$ cat config.mk
export PLATFORM = sky130hd
export DESIGN_NAME = register_file_alu_with_flags_unit
export DESIGN_NICKNAME = d
export VERILOG_FILES = /design/src/rfa_pkg.sv /design/src/rfa_regfile.sv /design/src/register_file_alu_with_flags_unit.sv
export SDC_FILE = /design/constraint.sdc
export NUM_CORES = 1
export LEC_CHECK = 0
export ABC_AREA = 1
export BUFFER_PORTS_ARGS = -buffer_cell sky130_fd_sc_hd__clkbuf_2
export CORE_ASPECT_RATIO = 1.2
export CORE_MARGIN = 2
export CORE_UTILIZATION = 33
export DETAILED_ROUTE_END_ITERATION = 10
export GPL_ROUTABILITY_DRIVEN = 0
export PLACE_DENSITY = 0.44
export SLEW_MARGIN = 20
export SYNTH_ARGS = -nofsm -noshare
export SYNTH_HDL_FRONTEND = slang
export SYNTH_SLANG_ARGS = --single-unit
export TNS_END_PERCENT = 1
$ cat constraint.sdc
create_clock -name clk -period 6.4 [get_ports clk]
set_input_delay 0.32 -clock clk [delete_from_list [all_inputs] [get_ports clk]]
set_output_delay 0.32 -clock clk [all_outputs]
set_load 0.1 [all_outputs]
$ cat src/rfa_pkg.sv
// Shared types and constants for the register file ALU with flags.
// Used by rfa_regfile and register_file_alu_with_flags_unit; no dependencies.
package rfa_pkg;

  // Default register count and reset constants
  localparam int unsigned REG_COUNT_DEF = 8;
  localparam int unsigned SP_INDEX      = 4;
  localparam logic [15:0] SP_RESET      = 16'hFFFE;
  localparam logic [15:0] WORD_ONES     = 16'hFFFF;
  localparam logic [15:0] SIGN_MASK     = 16'h8000;

  // Operation codes carried on the cmd field
  typedef enum logic [2:0] {
    OP_MOV   = 3'd0,
    OP_ADD   = 3'd1,
    OP_SUB   = 3'd2,
    OP_CMP   = 3'd3,
    OP_INC   = 3'd4,
    OP_DEC   = 3'd5,
    OP_RESET = 3'd6,
    OP_READ  = 3'd7
  } op_t;

  // Control from the ALU stage to the register file
  typedef struct packed {
    logic rd_en;   // capture both read ports this cycle
    logic wr_en;   // write wr_data to wr_addr
    logic clear;   // return every register to its reset value
  } rf_ctl_t;

endpackage

$ cat src/rfa_regfile.sv
// Register storage: synchronous memory with two read ports and one write port,
// per-entry valid bits for the clear operation and write-to-read forwarding.
// Depends on rfa_pkg.
module rfa_regfile #(
  parameter int unsigned REG_COUNT = rfa_pkg::REG_COUNT_DEF,
  parameter int unsigned IW        = $clog2(REG_COUNT)
) (
  input  logic            clk,
  input  logic            rst,
  input  rfa_pkg::rf_ctl_t ctl,
  input  logic [IW-1:0]   rd_a_addr,
  input  logic [IW-1:0]   rd_b_addr,
  input  logic [IW-1:0]   wr_addr,
  input  logic [15:0]     wr_data,
  output logic [15:0]     rd_a_data,
  output logic [15:0]     rd_b_data
);

  localparam int unsigned XW = IW + 3;

  logic [15:0]          mem [REG_COUNT];
  logic [REG_COUNT-1:0] vld;
  logic [15:0]          q_a;
  logic [15:0]          q_b;
  logic [IW-1:0]        qa_addr;
  logic [IW-1:0]        qb_addr;
  logic                 fwd_en;
  logic [IW-1:0]        fwd_addr;
  logic [15:0]          fwd_data;
  logic [15:0]          rst_a;
  logic [15:0]          rst_b;

  // Memory write port and registered read ports
  always_ff @(posedge clk) begin
    if (ctl.wr_en) begin
      mem[wr_addr] <= wr_data;
    end
    if (ctl.rd_en) begin
      q_a     <= mem[rd_a_addr];
      q_b     <= mem[rd_b_addr];
      qa_addr <= rd_a_addr;
      qb_addr <= rd_b_addr;
    end
  end

  // Valid bits: an entry not written since the last clear reads as its reset value
  always_ff @(posedge clk) begin
    if (rst || ctl.clear) begin
      vld <= '0;
    end else if (ctl.wr_en) begin
      vld[wr_addr] <= 1'b1;
    end
  end

  // Last write, forwarded over a read taken at the same edge
  always_ff @(posedge clk) begin
    if (rst) begin
      fwd_en <= 1'b0;
    end else if (ctl.wr_en || ctl.clear) begin
      fwd_en <= ctl.wr_en;
    end
    if (ctl.wr_en) begin
      fwd_addr <= wr_addr;
      fwd_data <= wr_data;
    end
  end

  // Reset value: stack pointer or zero
  assign rst_a = ({3'b000, qa_addr} == XW'(rfa_pkg::SP_INDEX)) ? rfa_pkg::SP_RESET : '0;
  assign rst_b = ({3'b000, qb_addr} == XW'(rfa_pkg::SP_INDEX)) ? rfa_pkg::SP_RESET : '0;

  always_comb begin
    if (fwd_en && fwd_addr == qa_addr) begin
      rd_a_data = fwd_data;
    end else if (!vld[qa_addr]) begin
      rd_a_data = rst_a;
    end else begin
      rd_a_data = q_a;
    end
    if (fwd_en && fwd_addr == qb_addr) begin
      rd_b_data = fwd_data;
    end else if (!vld[qb_addr]) begin
      rd_b_data = rst_b;
    end else begin
      rd_b_data = q_b;
    end
  end

`ifndef SYNTHESIS
  // Clear and write are never issued together
  a_clear_wr_excl: assert property (@(posedge clk) disable iff (rst)
    !(ctl.clear && ctl.wr_en))
    else $error("register clear and write in the same cycle");

  // A write marks its entry valid
  a_wr_sets_vld: assert property (@(posedge clk) disable iff (rst)
    ctl.wr_en |=> vld[$past(wr_addr)])
    else $error("written entry not marked valid");

  // A clear leaves every entry invalid
  a_clear_vld: assert property (@(posedge clk) disable iff (rst)
    ctl.clear |=> vld == '0)
    else $error("valid bits not cleared");
`endif

endmodule

$ cat src/register_file_alu_with_flags_unit.sv
// Top level: register file ALU with zero, carry and sign flags.
// Depends on rfa_pkg and rfa_regfile.
//
// One operation per item, one item per cycle sustained while res_stall is low. An
// item accepted at a clock edge reads both register file ports at that edge; in
// the next cycle the ALU stage computes the result, and as the item leaves the
// ALU stage it writes the destination register and the flags and loads the
// output register, which offers the result until it is taken. The rate is set
// by the single ALU stage behind the registered memory read; a write from the
// item just ahead is forwarded into the next item's operands. RESET clears the
// whole register file through per-register valid bits. Indexes at or above
// REG_COUNT read as zero and are not written. op_stall rises only while the
// ALU stage holds an item that the output register cannot take.
module register_file_alu_with_flags_unit #(
  parameter int unsigned REG_COUNT = rfa_pkg::REG_COUNT_DEF
) (
  input  logic        clk,
  input  logic        rst,
  input  logic        op_valid,
  output logic        op_stall,
  input  logic [2:0]  cmd,
  input  logic [2:0]  dst_index,
  input  logic        src_is_register,
  input  logic [2:0]  src_index,
  input  logic [15:0] immediate,
  output logic        res_valid,
  input  logic        res_stall,
  output logic [15:0] value,
  output logic        zero_flag,
  output logic        carry_flag,
  output logic        sign_flag
);

  localparam int unsigned IW = $clog2(REG_COUNT);
  localparam int unsigned XW = IW + 3;

  logic             op_acc;
  logic [XW-1:0]    dst_wide;
  logic [XW-1:0]    src_wide;
  rfa_pkg::rf_ctl_t rf_ctl;
  logic [15:0]      rd_a_data;
  logic [15:0]      rd_b_data;

  // ALU stage registers
  logic             s1_valid;
  rfa_pkg::op_t     s1_cmd;
  logic [IW-1:0]    s1_dst;
  logic             s1_dst_ok;
  logic             s1_dst_sp;
  logic             s1_src_reg;
  logic             s1_src_ok;
  logic [15:0]      s1_imm;
  logic             s1_adv;

  // Architectural flags
  logic             zero_bit;
  logic             carry_bit;
  logic             sign_bit;

  // ALU signals
  logic [15:0]      opa;
  logic [15:0]      opb;
  logic [16:0]      sum;
  logic [16:0]      diff;
  logic [15:0]      shown;
  logic             wr;
  logic             clr;
  logic             zero_next;
  logic             carry_next;
  logic             sign_next;

  // Input handshake
  assign s1_adv   = s1_valid && (!res_valid || !res_stall);
  assign op_stall = s1_valid && !s1_adv;
  assign op_acc   = op_valid && !op_stall;

  assign dst_wide = {{IW{1'b0}}, dst_index};
  assign src_wide = {{IW{1'b0}}, src_index};

  // Capture the item into the ALU stage
  always_ff @(posedge clk) begin
    if (rst) begin
      s1_valid <= 1'b0;
    end else if (op_acc) begin
      s1_valid <= 1'b1;
    end else if (s1_adv) begin
      s1_valid <= 1'b0;
    end
    if (op_acc) begin
      s1_cmd     <= rfa_pkg::op_t'(cmd);
      s1_dst     <= dst_wide[IW-1:0];
      s1_dst_ok  <= dst_wide < XW'(REG_COUNT);
      s1_dst_sp  <= dst_wide == XW'(rfa_pkg::SP_INDEX);
      s1_src_reg <= src_is_register;
      s1_src_ok  <= src_wide < XW'(REG_COUNT);
      s1_imm     <= immediate;
    end
  end

  // Register file
  assign rf_ctl.rd_en = op_acc;
  assign rf_ctl.wr_en = s1_adv && wr && s1_dst_ok;
  assign rf_ctl.clear = s1_adv && clr;

  rfa_regfile #(
    .REG_COUNT (REG_COUNT),
    .IW        (IW)
  ) u_regfile (
    .clk       (clk),
    .rst       (rst),
    .ctl       (rf_ctl),
    .rd_a_addr (dst_wide[IW-1:0]),
    .rd_b_addr (src_wide[IW-1:0]),
    .wr_addr   (s1_dst),
    .wr_data   (shown),
    .rd_a_data (rd_a_data),
    .rd_b_data (rd_b_data)
  );

  // Operands
  assign opa  = s1_dst_ok ? rd_a_data : '0;
  assign opb  = s1_src_reg ? (s1_src_ok ? rd_b_data : '0) : s1_imm;
  assign sum  = {1'b0, opa} + {1'b0, opb};
  assign diff = {1'b0, opa} - {1'b0, opb};

  // ALU and flag update
  always_comb begin
    shown      = opa;
    wr         = 1'b0;
    clr        = 1'b0;
    carry_next = carry_bit;
    case (s1_cmd)
      rfa_pkg::OP_MOV: begin
        shown = opb;
        wr    = 1'b1;
      end
      rfa_pkg::OP_ADD: begin
        shown      = sum[15:0];
        carry_next = sum[16];
        wr         = 1'b1;
      end
      rfa_pkg::OP_SUB: begin
        shown      = diff[15:0];
        carry_next = diff[16];
        wr         = 1'b1;
      end
      rfa_pkg::OP_CMP: begin
        shown      = diff[15:0];
        carry_next = diff[16];
      end
      rfa_pkg::OP_INC: begin
        shown = opa + 16'd1;
        wr    = 1'b1;
      end
      rfa_pkg::OP_DEC: begin
        shown = opa + rfa_pkg::WORD_ONES;
        wr    = 1'b1;
      end
      rfa_pkg::OP_RESET: begin
        shown      = (s1_dst_ok && s1_dst_sp) ? rfa_pkg::SP_RESET : '0;
        clr        = 1'b1;
        carry_next = 1'b0;
      end
      default: begin
        shown = opa;
      end
    endcase
    // Zero and sign follow the result except on RESET and register read
    if (s1_cmd == rfa_pkg::OP_RESET) begin
      zero_next = 1'b0;
      sign_next = 1'b0;
    end else if (s1_cmd == rfa_pkg::OP_READ) begin
      zero_next = zero_bit;
      sign_next = sign_bit;
    end else begin
      zero_next = shown == '0;
      sign_next = (shown & rfa_pkg::SIGN_MASK) != '0;
    end
  end

  // Flag state
  always_ff @(posedge clk) begin
    if (rst) begin
      zero_bit  <= 1'b0;
      carry_bit <= 1'b0;
      sign_bit  <= 1'b0;
    end else if (s1_adv) begin
      zero_bit  <= zero_next;
      carry_bit <= carry_next;
      sign_bit  <= sign_next;
    end
  end

  // Output register
  always_ff @(posedge clk) begin
    if (rst) begin
      res_valid <= 1'b0;
    end else if (s1_adv) begin
      res_valid <= 1'b1;
    end else if (!res_stall) begin
      res_valid <= 1'b0;
    end
    if (s1_adv) begin
      value      <= shown;
      zero_flag  <= zero_next;
      carry_flag <= carry_next;
      sign_flag  <= sign_next;
    end
  end

`ifndef SYNTHESIS
  // Writes happen only as an in-range item leaves the ALU stage
  a_wr_gated: assert property (@(posedge clk) disable iff (rst)
    rf_ctl.wr_en |-> s1_adv && s1_dst_ok)
    else $error("register write outside an ALU stage advance");

  // An accepted item occupies the ALU stage next cycle
  a_acc_fills: assert property (@(posedge clk) disable iff (rst)
    op_acc |=> s1_valid)
    else $error("accepted item lost before the ALU stage");

  // An item leaving the ALU stage is offered at the output
  a_adv_out: assert property (@(posedge clk) disable iff (rst)
    s1_adv |=> res_valid)
    else $error("result not offered after ALU stage");

  // RESET clears every flag
  a_reset_flags: assert property (@(posedge clk) disable iff (rst)
    s1_adv && s1_cmd == rfa_pkg::OP_RESET |=> !zero_bit && !carry_bit && !sign_bit)
    else $error("flags not cleared by RESET");

  // INC and DEC keep carry
  a_incdec_carry: assert property (@(posedge clk) disable iff (rst)
    s1_adv && (s1_cmd == rfa_pkg::OP_INC || s1_cmd == rfa_pkg::OP_DEC)
    |=> carry_bit == $past(carry_bit))
    else $error("carry changed by INC or DEC");
`endif

endmodule
# ---- Word-level counts from Yosys, hierarchy flattened
# Memory sizes are Yosys's and may differ from the RTL's. A register that Yosys moved wholly into a read port is not among the register bits.
# Cells that the tools add are included.
dict set report totals {
  in_bits 30
  memories 1
  regBits 81
  wordCells 97
  ramBits 128
}
# name words word_bits rd rd_ports_with_merged_regs write_ports line_no
set memory_table {}
lappend memory_table {u_regfile.mem 8 16 2 2 1 rfa_regfile.sv:21} ;# logic [15:0] mem [REG_COUNT];
dict set report classes {
  magnitude_cmp 5
  n_reduce_logical 22
  n_addsub 4
  mux 30
  eq_ne 13
  bitwise 1
}
# cell n
set op_table {}
lappend op_table {{2-to-1 mux 16 bit} 10}
lappend op_table {{case mux 16 bit (6 select lines)} 1}
lappend op_table {{equality test 3 bit (second input constant)} 7}
lappend op_table {{adder 16 x 16 -> 17 bit} 1}
lappend op_table {{subtractor 16 x 16 -> 17 bit} 1}
lappend op_table {{adder 16 x 1 -> 16 bit (second input constant)} 1}
lappend op_table {{adder 16 bit (second input constant)} 1}
lappend op_table {{logical NOT 16 bit} 1}
lappend op_table {{less-than comparator 3 x 4 -> 1 bit (second input constant)} 4}
lappend op_table {{2-to-1 mux 1 bit} 15}
lappend op_table {{logical AND 1 bit} 10}
lappend op_table {{bitwise OR 8 bit} 1}
lappend op_table {{binary-select mux 1 bit (select 3 bit)} 2}
lappend op_table {{equality test 3 x 2 -> 1 bit (second input constant)} 2}
lappend op_table {{equality test 3 bit} 2}
lappend op_table {{OR reduction 5 bit} 1}
lappend op_table {{logical NOT 1 bit} 4}
lappend op_table {{demux 1 bit (select 3 bit)} 1}
lappend op_table {{equality test 3 x 1 -> 1 bit (second input constant)} 1}
lappend op_table {{greater-or-equal comparator 3 x 1 -> 1 bit (second input constant)} 1}
lappend op_table {{logical NOT 3 bit} 1}
lappend op_table {{logical OR 1 bit} 3}
lappend op_table {{case mux 1 bit (3 select lines)} 1}
lappend op_table {{!= test 2 x 1 -> 1 bit (second input constant)} 1}
lappend op_table {{2 further kinds} 2}

# ---- Longest topological paths before layout
# Gate-level depths: netlist of the first run.
dict set report depth {
  ltp_word 11
  depth_mapped 35
  ltp_nobuf 33
}

# ---- Modules after synthesis
# A second synthesis of the first run with hierarchy kept.
dict set report hier_totals {
  hier_cells 1733
  area_unflattened_um2 14184.9
}
# mod area_each_um2 n_inst cells_per_inst
set by_module_without_submodules {}
lappend by_module_without_submodules {rfa_regfile 9051.2 1 914}
lappend by_module_without_submodules {register_file_alu_with_flags_unit 5133.7 1 819}

# ---- Least setup slack after synthesis of the first run
# OpenSTA, ideal clock, no wires.
dict set report synth_path {
  path_type {register to register}
  from {reg res_valid}
  to {mem u_regfile.mem[6][0], enable pin}
  stages_incl_launch_ff 8
  period_less_slack_ps 5092
  n_path_buf 0
  t_arrival_ps 4680
  slack_ps 1308
  setup_time_ps 412
  required_time_ps 5988
  path_cell_list {dfxtp_1 nand2_1 inv_1 nor2_1 inv_1 a21oi_1 inv_1 nor3_1}
}
# element line_no
set synth_lines {}
lappend synth_lines {{start, declared} register_file_alu_with_flags_unit.sv:26} ;# output logic res_valid,
lappend synth_lines {{start signal, assigned} register_file_alu_with_flags_unit.sv:197} ;# res_valid <= 1'b0;
lappend synth_lines {{start signal, assigned} register_file_alu_with_flags_unit.sv:199} ;# res_valid <= 1'b1;
lappend synth_lines {{start signal, assigned} register_file_alu_with_flags_unit.sv:201} ;# res_valid <= 1'b0;
lappend synth_lines {{end, declared} rfa_regfile.sv:21}

# ---- Final worst setup path of the first run
dict set report layout_path {
  from {reg u_regfile.qa_addr[0]}
  to {reg zero_flag, data pin}
}
dict set report layout_between {
  elab_chain_len 10
  elab_cells_between_ends 17
}
# element line_no
set layout_lines {}
lappend layout_lines {{start, declared} rfa_regfile.sv:25} ;# logic [IW-1:0] qa_addr;
lappend layout_lines {{start signal, assigned} rfa_regfile.sv:41} ;# qa_addr <= rd_a_addr;
lappend layout_lines {{binary-select mux 1 bit (select 3 bit) / equality test 3 bit (equally long branches)} {rfa_regfile.sv:75, rfa_regfile.sv:69}}
lappend layout_lines {{2-to-1 mux 1 bit (not written as such) / 2-to-1 mux 16 bit (equally long branches)} {rfa_regfile.sv:75, rfa_regfile.sv:69}}
lappend layout_lines {{2-to-1 mux 16 bit} rfa_regfile.sv:75} ;# end else if (!vld[qa_addr]) begin
lappend layout_lines {{2-to-1 mux 16 bit *} rfa_regfile.sv:73} ;# if (fwd_en && fwd_addr == qa_addr) begin
lappend layout_lines {{2-to-1 mux 16 bit *} register_file_alu_with_flags_unit.sv:121} ;# assign opa = s1_dst_ok ? rd_a_data : '0;
lappend layout_lines {{adder 16 bit, or another cell as far along} register_file_alu_with_flags_unit.sv:156} ;# shown = opa + rfa_pkg::WORD_ONES;
lappend layout_lines {{case mux 16 bit (6 select lines) *} register_file_alu_with_flags_unit.sv:132} ;# case (s1_cmd)
lappend layout_lines {{via shown[10]} register_file_alu_with_flags_unit.sv:65} ;# logic [15:0] shown;
lappend layout_lines {{logical NOT 16 bit *} register_file_alu_with_flags_unit.sv:176} ;# zero_next = shown == '0;
lappend layout_lines {{2-to-1 mux 1 bit *} register_file_alu_with_flags_unit.sv:172} ;# end else if (s1_cmd == rfa_pkg::OP_READ) begin
lappend layout_lines {{2-to-1 mux 1 bit *} register_file_alu_with_flags_unit.sv:169} ;# if (s1_cmd == rfa_pkg::OP_RESET) begin
lappend layout_lines {{via zero_next} register_file_alu_with_flags_unit.sv:68} ;# logic zero_next;
lappend layout_lines {{end signal, assigned} register_file_alu_with_flags_unit.sv:205} ;# zero_flag <= zero_next;
lappend layout_lines {{end, declared} register_file_alu_with_flags_unit.sv:29} ;# output logic zero_flag,
# Mark *: on every way through the listed nets, which the timed path passes. The rest lies on a longest branch. The select of a mux whose other input is x is not followed.
# A chain may end at the register's enable or synchronous reset.

==> summary.md, run 1 <==
| Metric | Value |
|---|---|
| Status | finished, final reports clean |
| Die extent in x | roughly 190 microns |
| Crit path launch type | register |
| Slew Limit Fails | 0 |
| Starting density of the core | 0.332 |
| Clock Sinks | 239 |
| Final setup violation count | 0 |
| Total global-route track usage | 0.203 |
| Most common library cells after synthesis | 283 x nand2_1, 225 x edfxtp_1, 216 x inv_1, 188 x o21ai_0, 167 x nor2_1 |
| PostCTS Resize Cnt | 0 |
| Post-Synth XOR/XNOR Area | 0.00381 |
| Final Hold Fails | 0 |
| HP Class | input port to register |
| Clock buffer depth | 3 |
| Sequential fraction of the synthesis area | 0.510 |
| Htree depth | 1 |
| Sum of negative setup slack | 0 ps |
| Area grow syn2layout | 14.4% |
| Total number of vias | approximately 11000 |
| Max reg flops | around 130 |
| # rows | 82 |
| Largest net degree at the start of global routing | 92 |
| CTS Buf Count | 28 |
| Avg Cell Area, Syn | about 8.6 sq um |
| Vias in the first global route | about 11000 |
| Clk slew on worst S/H paths | approximately 60 ps |
| Final instance area | approximately 16000 sq um |
| Setup WS post-layout | roughly 1500 ps |
| Period utilisation layout | 0.768 |
| Final HPWL DP | between 30 and 40 mm |
| Clock tree from TritonCTS | done |
| Total die area | 43400 sq um |
| ANT cells | 0 |
| Slew HR | 0.308 |
| Detail Route Antenna Nets | 0 |
| # IOs | around 50 |
| First-pass GRT wire length | ~67 mm |
| Post-synth cell types | 53 |
| Worst VDD drop | approximately 0.18 mV |
| Synth top area cells | edfxtp_1 49%, nand2_1 7.7%, o21ai_0 6.8%, inv_1 5.9%, a21oi_1 4.8% |
| Async set-reset flop share out of synthesis | 0 |
| Crit path DAT | about 5300 ps |
| Met1 Use GR | 0.234 |
| Post-synth EDFFs | 225 |
| Simple-gate portion of the synthesized area | 0.187 |
| Routed vias/inst | between 5 and 6 |
| Top_reg_cell synth | edfxtp_1 |
| CP endpoint kind | register |
| Post-CTS setup buffers | 0 |
| Adder-Cell Fraction of Synth Area | 0.0461 |
| Layout cell share with drive strength beyond 1 | 0.104 |
| Die Y-Extent | 228 microns |
| Clk root buf | clkbuf_16 |
| Post-synthesis mux area share | 0 |
| #FFs+latches synth | 239 |
| PortBufs | 50 |
| CP Class | register to register |
| Fmax | around 200 MHz |
| Power Density | between 200 and 300 nW/um^2 |
| Synth Warn # | 0 |
| Largest reg by FF count | u_regfile.mem |
| Most frequent cell after synthesis | nand2_1 |
| Top cell type's share of synthesized area | 0.490 |
| Busiest grt layer | met2 |
| Worst-Skew Late Latency | roughly 560 ps |
| Met3 Resource Use GR | 0.0212 |
| Slew @ Worst Pin | a little over 1000 ps |
| CP Data Required Time | about 6800 ps |
| Minimum clock period | between 4000 and 5000 ps |
| Post-Syn Instances | about 1600 |
| Worst clock skew | 22.3 ps |
| Placed Area | 14700 sq um |
| Biggest area consumer among synthesized cells | edfxtp_1 |
| WL final | 44.2 mm |
| Core box area | between 40000 and 50000 sq um |
| Hold depth | 3 |
| Drc violations | 0 |
| Post-Place Setup Slack | between 1000 and 1500 ps |
| Initial antenna violation count | 1 |
| WL/cell | slightly below 20 microns |
| Initial DRC count | roughly 760 |
| Worst-case reg-to-reg path depth | 26 |
| Crit-path max FO | 18 |
| Global route overflow | 0 |
| Largest family of logic cells by synthesized area | simple AND/OR/NAND/NOR gates |
| Leak | 6.60 nW |
| Max-cap violations | 0 |
| Synth Net Count | 1688 |
| RSZ-0062 raised after global routing | false |
| Final net count | roughly 1700 |
| Hold_ws | approximately 53 ps |
| Synth Area in Compound Gates | 0.171 |
| Post-Synthesis Cell Area | around 14000 sq um |
| Met2 GRT Util | 0.381 |
| First-pass DRT Iterations | 5 |
==> cell type report <==
| type | count | area, sq um |
|---|---|---|
| inverters | 223 | 840 |
| repair buffers | 95 | 648 |
| clock inverters | 18 | 166 |
| fillers | 4193 | 25800 |
| clock buffers | 31 | 733 |
| multi-input cells | 1079 | 5660 |
| well taps | 546 | 683 |
| flip-flops and latches | 239 | 7040 |
==> kinds of logic after synthesis <==
logic type	count (synthesis)
xor+xnor	6
fa+ha+maj	49
simple gates	597
buf+inv	291
compound gates	427
flops	239
==> repair_timing <==
item | CTS | global route
hold buffers | 22 | 0
endpoints found under the hold margin | 22 | 0
endpoints found under the setup margin | 0 | 0
==> power by group <==
group | internal [mW] | switching [mW]
Sequential | 1.84 | 0.0315
Clock | 0.938 | 0.644
Combinational | 0.238 | 0.688
Total | 3.02 | 1.36
==> path summary, 6_finish.rpt <==
path	to	slack, ps	from
setup / recovery	zero_flag	1480	u_regfile.qa_addr[0]
hold / removal	s1_valid	50	op_valid
setup reg to reg	zero_flag	1480	u_regfile.qa_addr[0]
hold reg to reg	res_valid	510	s1_valid
==> per-layer routing <==
layer / wire, microns / part of all wire
met5: 0 / 0
met4: 1780 / 0.040
met3: 1390 / 0.031
met2: 23100 / 0.52
met1: 18000 / 0.41
==> metrics by stage <==
stage | cells | total power, mW | util
detailed placement | 2160 | 2.82 | 0.353
global placement | 2160 | 2.82 | 0.353
CTS | 2231 | 4.42 | 0.380
floorplan | 1609 | 2.52 | -
finish | 2231 | 4.38 | 0.380
global route | 2231 | 4.58 | 0.380
==> layout by cell type (no fill, tap or decap), drive strengths merged <==
| cell | count |
|---|---|
| a2111oi | 1 |
| a211oi | 1 |
| a21boi | 1 |
| a21o | 5 |
| a21oi | 136 |
| a31oi | 35 |
| and2 | 1 |
| buf | 25 |
| bufinv | 3 |
| clkbuf | 79 |
| clkinv | 14 |
| dfxtp | 14 |
| dlygate4sd3 | 22 |
| edfxtp | 225 |
| fa | 3 |
| ha | 46 |
| inv | 224 |
| nand2 | 298 |
| nand3 | 82 |
| nand3b | 7 |
| nand4 | 9 |
| nor2 | 171 |
| nor3 | 10 |
| nor3b | 1 |
| nor4 | 2 |
| o2111ai | 1 |
| o211ai | 35 |
| o21a | 2 |
| o21ai | 197 |
| o21bai | 6 |
| o221ai | 1 |
| o22ai | 3 |
| o311ai | 1 |
| o31ai | 2 |
| or2 | 16 |
| xnor2 | 2 |
| xor2 | 4 |
==> critical path, stage by stage, from the launching register on <==
cell,delay (ps)
edfxtp_1,670
inv_4,90
nand2_2,100
nand3_4,100
nor2_8,170
inv_2,150
o21ai_0,580
inv_1,230
fa_1,460
nand2_1,100
nand3_1,90
and2_1,210
nand2_1,80
nand2_1,80
nand2_1,70
nand2_1,60
o21ai_0,200
nand2_1,90
nor2_1,90
nand3_1,370
nor2_1,210
nand3_1,120
nor2_1,170
nand3_1,100
nand2_1,80
nand2_2,60
inv_1,50
No activity file was read; power rests on OpenSTA's default activity.
==> inputs of run 2 (changes only) <==
Settings changed: ABC_AREA 1 to 0.
Clock period 6.4 ns to 5 ns, I/O delays scaled along.
==> run 2 against run 1 <==
Net effect: the flow now finishes with violations (setup timing); total power grew 20%; die area fell by 3.7%; maximum frequency is 12% lower; clock skew shrank 11 ps; sequential share of layout area decreased by 2.9 points; sequential power is 27% higher; cell area up 6.9%; combinational power is 20% higher; critical path depth fell by 8; utilization is 4.5 points higher; via count shrank 14%; highest routed layer is now met5.
==> summary.md, run 2 <==
| Metric | Value |
|---|---|
| Status | finished, violations left (was finished, final reports clean) |
| Routed vias/inst | 5.23 (was 5.05) |
| Synth Warn # | 0 (unchanged) |
| Avg Cell Area, Syn | 12.7 sq um (was 8.57 sq um) |
| Final HPWL DP | 30.1 mm (was 30.9 mm) |
| Minimum clock period | 5600 ps (was 4920 ps) |
| Post-Synthesis Cell Area | 13300 sq um (was 13800 sq um) |
| Commonest non-fill, non-tap cell in the layout | edfxtp_1 (was nand2_1) |
| Worst-Skew Late Latency | 530 ps (was 560 ps) |
| Drc violations | 0 (unchanged) |
| Clk root buf | clkbuf_16 (unchanged) |
| # rows | 80 (was 82) |
| First-pass GRT wire length | 61.4 mm (was 66.9 mm) |
| Final Hold Fails | 0 (unchanged) |
| #FFs+latches synth | 239 (unchanged) |
| Max-cap violations | 0 (unchanged) |
| Most frequent cell after synthesis | edfxtp_1 (was nand2_1) |
| ANT cells | 0 (unchanged) |
| Final core utilization | 0.424 (was 0.380) |
| Max reg flops | 128 (unchanged) |
| Fmax | 179 MHz (was 203 MHz) |
| Worst path top cell family by delay | simple AND/OR/NAND/NOR gates (unchanged) |
| PortBufs | 50 (unchanged) |
| CP Class | register to register (unchanged) |
| Global route overflow | 0 (unchanged) |
| Initial antenna violation count | 1 (unchanged) |
| Total die area | 41900 sq um (was 43400 sq um) |
| Largest net degree at the start of global routing | 35 (was 92) |
| Crit path launch type | register (unchanged) |
| Setup WS post-layout | -597 ps (was 1480 ps) |
| Most common library cells after synthesis | 225 x edfxtp_1, 84 x nor2_1, 76 x a21oi_1, 65 x mux4_2, 52 x nand2_1 (was 283 x nand2_1, 225 x edfxtp_1, 216 x inv_1, 188 x o21ai_0, 167 x nor2_1) |
| Sequential fraction of the synthesis area | 0.530 (was 0.510) |
| CP Data Required Time | 5380 ps (was 6820 ps) |
| Die Y-Extent | 224 microns (was 228 microns) |
| Layout cell share with drive strength beyond 1 | 0.348 (was 0.104) |
| Area grow syn2layout | 27.0% (was 14.4%) |
| Worst path slowest cell | mux4_2 (was edfxtp_1) |
| # IOs | 51 (unchanged) |
| Starting density of the core | 0.334 (was 0.332) |
| CP endpoint kind | register (unchanged) |
| Slew Limit Fails | 0 (unchanged) |
| Clock tree from TritonCTS | done (unchanged) |
| Slew @ Worst Pin | 1080 ps (was 1030 ps) |
| CP max stage delay | 570 ps (was 670 ps) |
| Period utilisation layout | 1.12 (was 0.768) |
| Worst-path cell chain | mux2_4, mux4_2, buf_4, a21oi_1, o21ai_0, buf_4, ha_1, or3_1, o221a_2, buf_4, o21ai_0, o2bb2ai_1, a31oi_2, or4b_1, or3_4, or4_1, or4_4, a21oi_2 |
| Total number of vias | 9667 (was 11300) |
| Slew HR | 0.280 (was 0.308) |
| Die extent in x | 187 microns (was 191 microns) |
| Detail Route Antenna Nets | 0 (unchanged) |
| Clock Sinks | 239 (unchanged) |
| Post-Syn Instances | 1044 (was 1609) |
| Clk slew on worst S/H paths | 60 ps (about the same) |
| Htree depth | 1 (unchanged) |
| Total global-route track usage | 0.194 (was 0.203) |
| Largest family of logic cells by synthesized area | multiplexers (was simple AND/OR/NAND/NOR gates) |
| HP Class | input port to register (unchanged) |
| Synth top area cells | edfxtp_1 51%, mux4_2 11%, ha_1 4.3%, a21oi_1 2.9%, mux2_2 2.7% (was edfxtp_1 49%, nand2_1 7.7%, o21ai_0 6.8%, inv_1 5.9%, a21oi_1 4.8%) |
| Cell mode on critical path | buf_4 (was nand2_1) |
| Crit path DAT | 5980 ps (was 5340 ps) |
| Worst clock skew | 11.5 ps (was 22.3 ps) |
| Largest reg by FF count | u_regfile.mem (unchanged) |
| Leak | 6.38 nW (was 6.60 nW) |
| Failing checks | setup timing |
| Post-synth EDFFs | 225 (unchanged) |
| CTS Buf Count | 25 (was 28) |
| Post-synthesis mux area share | 0.150 (was 0) |
| Synth Net Count | 1123 (was 1688) |
| Top cell type's share of synthesized area | 0.509 (was 0.490) |
| Post-synth cell types | 76 (was 53) |
| Core box area | 39700 sq um (was 41600 sq um) |
| Final setup violation count | 2 (was 0) |
| WL final | 40.6 mm (was 44.2 mm) |
| Top_reg_cell synth | edfxtp_1 (unchanged) |
| Initial DRC count | 491 (was 764) |
| Post-Synth XOR/XNOR Area | 0.0165 (was 0.00381) |
| Crit-path max FO | 8 (was 18) |
| WL/cell | 22.0 microns (was 19.8 microns) |
| Clock buffer depth | 3 (unchanged) |
| Power Density | 311 nW/um^2 (was 278 nW/um^2) |
| Most frequent cells in the layout | 225 x edfxtp_1, 216 x buf_4, 78 x nor2_1 (was 283 x nand2_1, 225 x edfxtp_1, 215 x inv_1) |
| First-pass DRT Iterations | 5 (unchanged) |
| Critical path buffers and inverters | 3 (was 4) |
| Synth Area in Compound Gates | 0.131 (was 0.171) |
| RSZ-0062 raised after global routing | true (was false) |
| Biggest area consumer among synthesized cells | edfxtp_1 (unchanged) |
| Fillers | 3759 (was 4193) |
| Final net count | 1379 (was 1745) |
| Adder-Cell Fraction of Synth Area | 0.0479 (was 0.0461) |
| Vias in the first global route | 10100 (was 11300) |
| Pwr Total | 5.24 mW (was 4.38 mW) |
| Simple-gate portion of the synthesized area | 0.0927 (was 0.187) |
| Worst VDD drop | 0.194 mV (was 0.175 mV) |
| Async set-reset flop share out of synthesis | 0 (unchanged) |
run 2: cell count changes after synthesis, sizes merged, moves of 14 or more:
| cell | before | now |
|---|---|---|
| nand3 | 82 | 24 |
| inv | 223 | 47 |
| a21oi | 136 | 77 |
| mux2 | 0 | 37 |
| o21a | 2 | 16 |
| or2 | 16 | 2 |
| o21ai | 197 | 43 |
| xnor2 | 2 | 21 |
| o211ai | 35 | 5 |
| mux4 | 0 | 65 |
| nand2 | 298 | 52 |
| nor2 | 171 | 84 |
| a31oi | 35 | 11 |
run 2: metal layers:
metal | up-vias | GRT usage | part of all wire
met4 | 2 | 0.0533 | 0.024
li1 | 4594 | - | -
met3 | 54 | 0.0163 | 0.028
met1 | 4862 | 0.238 | 0.42
met2 | 155 | 0.364 | 0.53
met5 | - | 0 | 0.00032
run 2: worst paths after layout:
path	start	to	slack, ps	depth (start not counted)
hold reg to reg	carry_bit	carry_bit	490	2
hold / removal	rst	carry_bit	20	2
setup reg to reg	u_regfile.qa_addr[0]	zero_flag	-600	18
setup / recovery	u_regfile.qa_addr[0]	zero_flag	-600	18
run 2: report_power, final:
part	leakage (nW)	switching, mW	internal, mW
combinational	3.80	0.659	0.452
clock	0.374	0.750	1.02
sequential	2.21	0.0375	2.33
run 2: logic make-up (layout without fill, tap and decap cells):
logic type / count (synthesis) / in the layout
and+or+nand+nor: 247 / 247
buffers and inverters: 108 / 379
xor gates and xnor gates: 25 / 25
DFF: 239 / 239
adders and majority gates: 49 / 49
AOI/OAI and AO/OA: 263 / 263
muxes: 113 / 113
run 2: cell type report:
| class | instances | area (sq um) | share of cell area |
|---|---|---|---|
| Timing Repair Buffer | 290 | 2120 | 0.126 |
| Inverter | 47 | 176 | 0.0105 |
| Clock buffer | 27 | 633 | 0.0376 |
| Multi-Input combinational cell | 697 | 6090 | 0.362 |
| Sequential cell | 239 | 7040 | 0.417 |
| Clock inverter | 15 | 133 | 0.00787 |
| Tap cell | 533 | 667 | 0.0396 |
run 2: timing repair:
item	in CTS	in global routing
endpoints found under the hold margin	21	0
pin swaps	6	6
gates resized for setup	7	20
buffers inserted	3	0
hold buffers	21	0
setup endpoints to repair	12	46
run 2: metrics by stage:
stage	instances	setup TNS (ps)	area [sq um]	hold WS [ps]	setup WS (ps)
after global placement	1782	-1330	15700	429	-677
after floorplan	1044	-494	13400	349	-259
final	1848	-1170	16900	18.6	-597
after CTS	1848	-1170	16800	1.26	-597
after global routing	1848	-3470	16900	16.2	-797
after detailed placement	1782	-1880	15700	429	-754
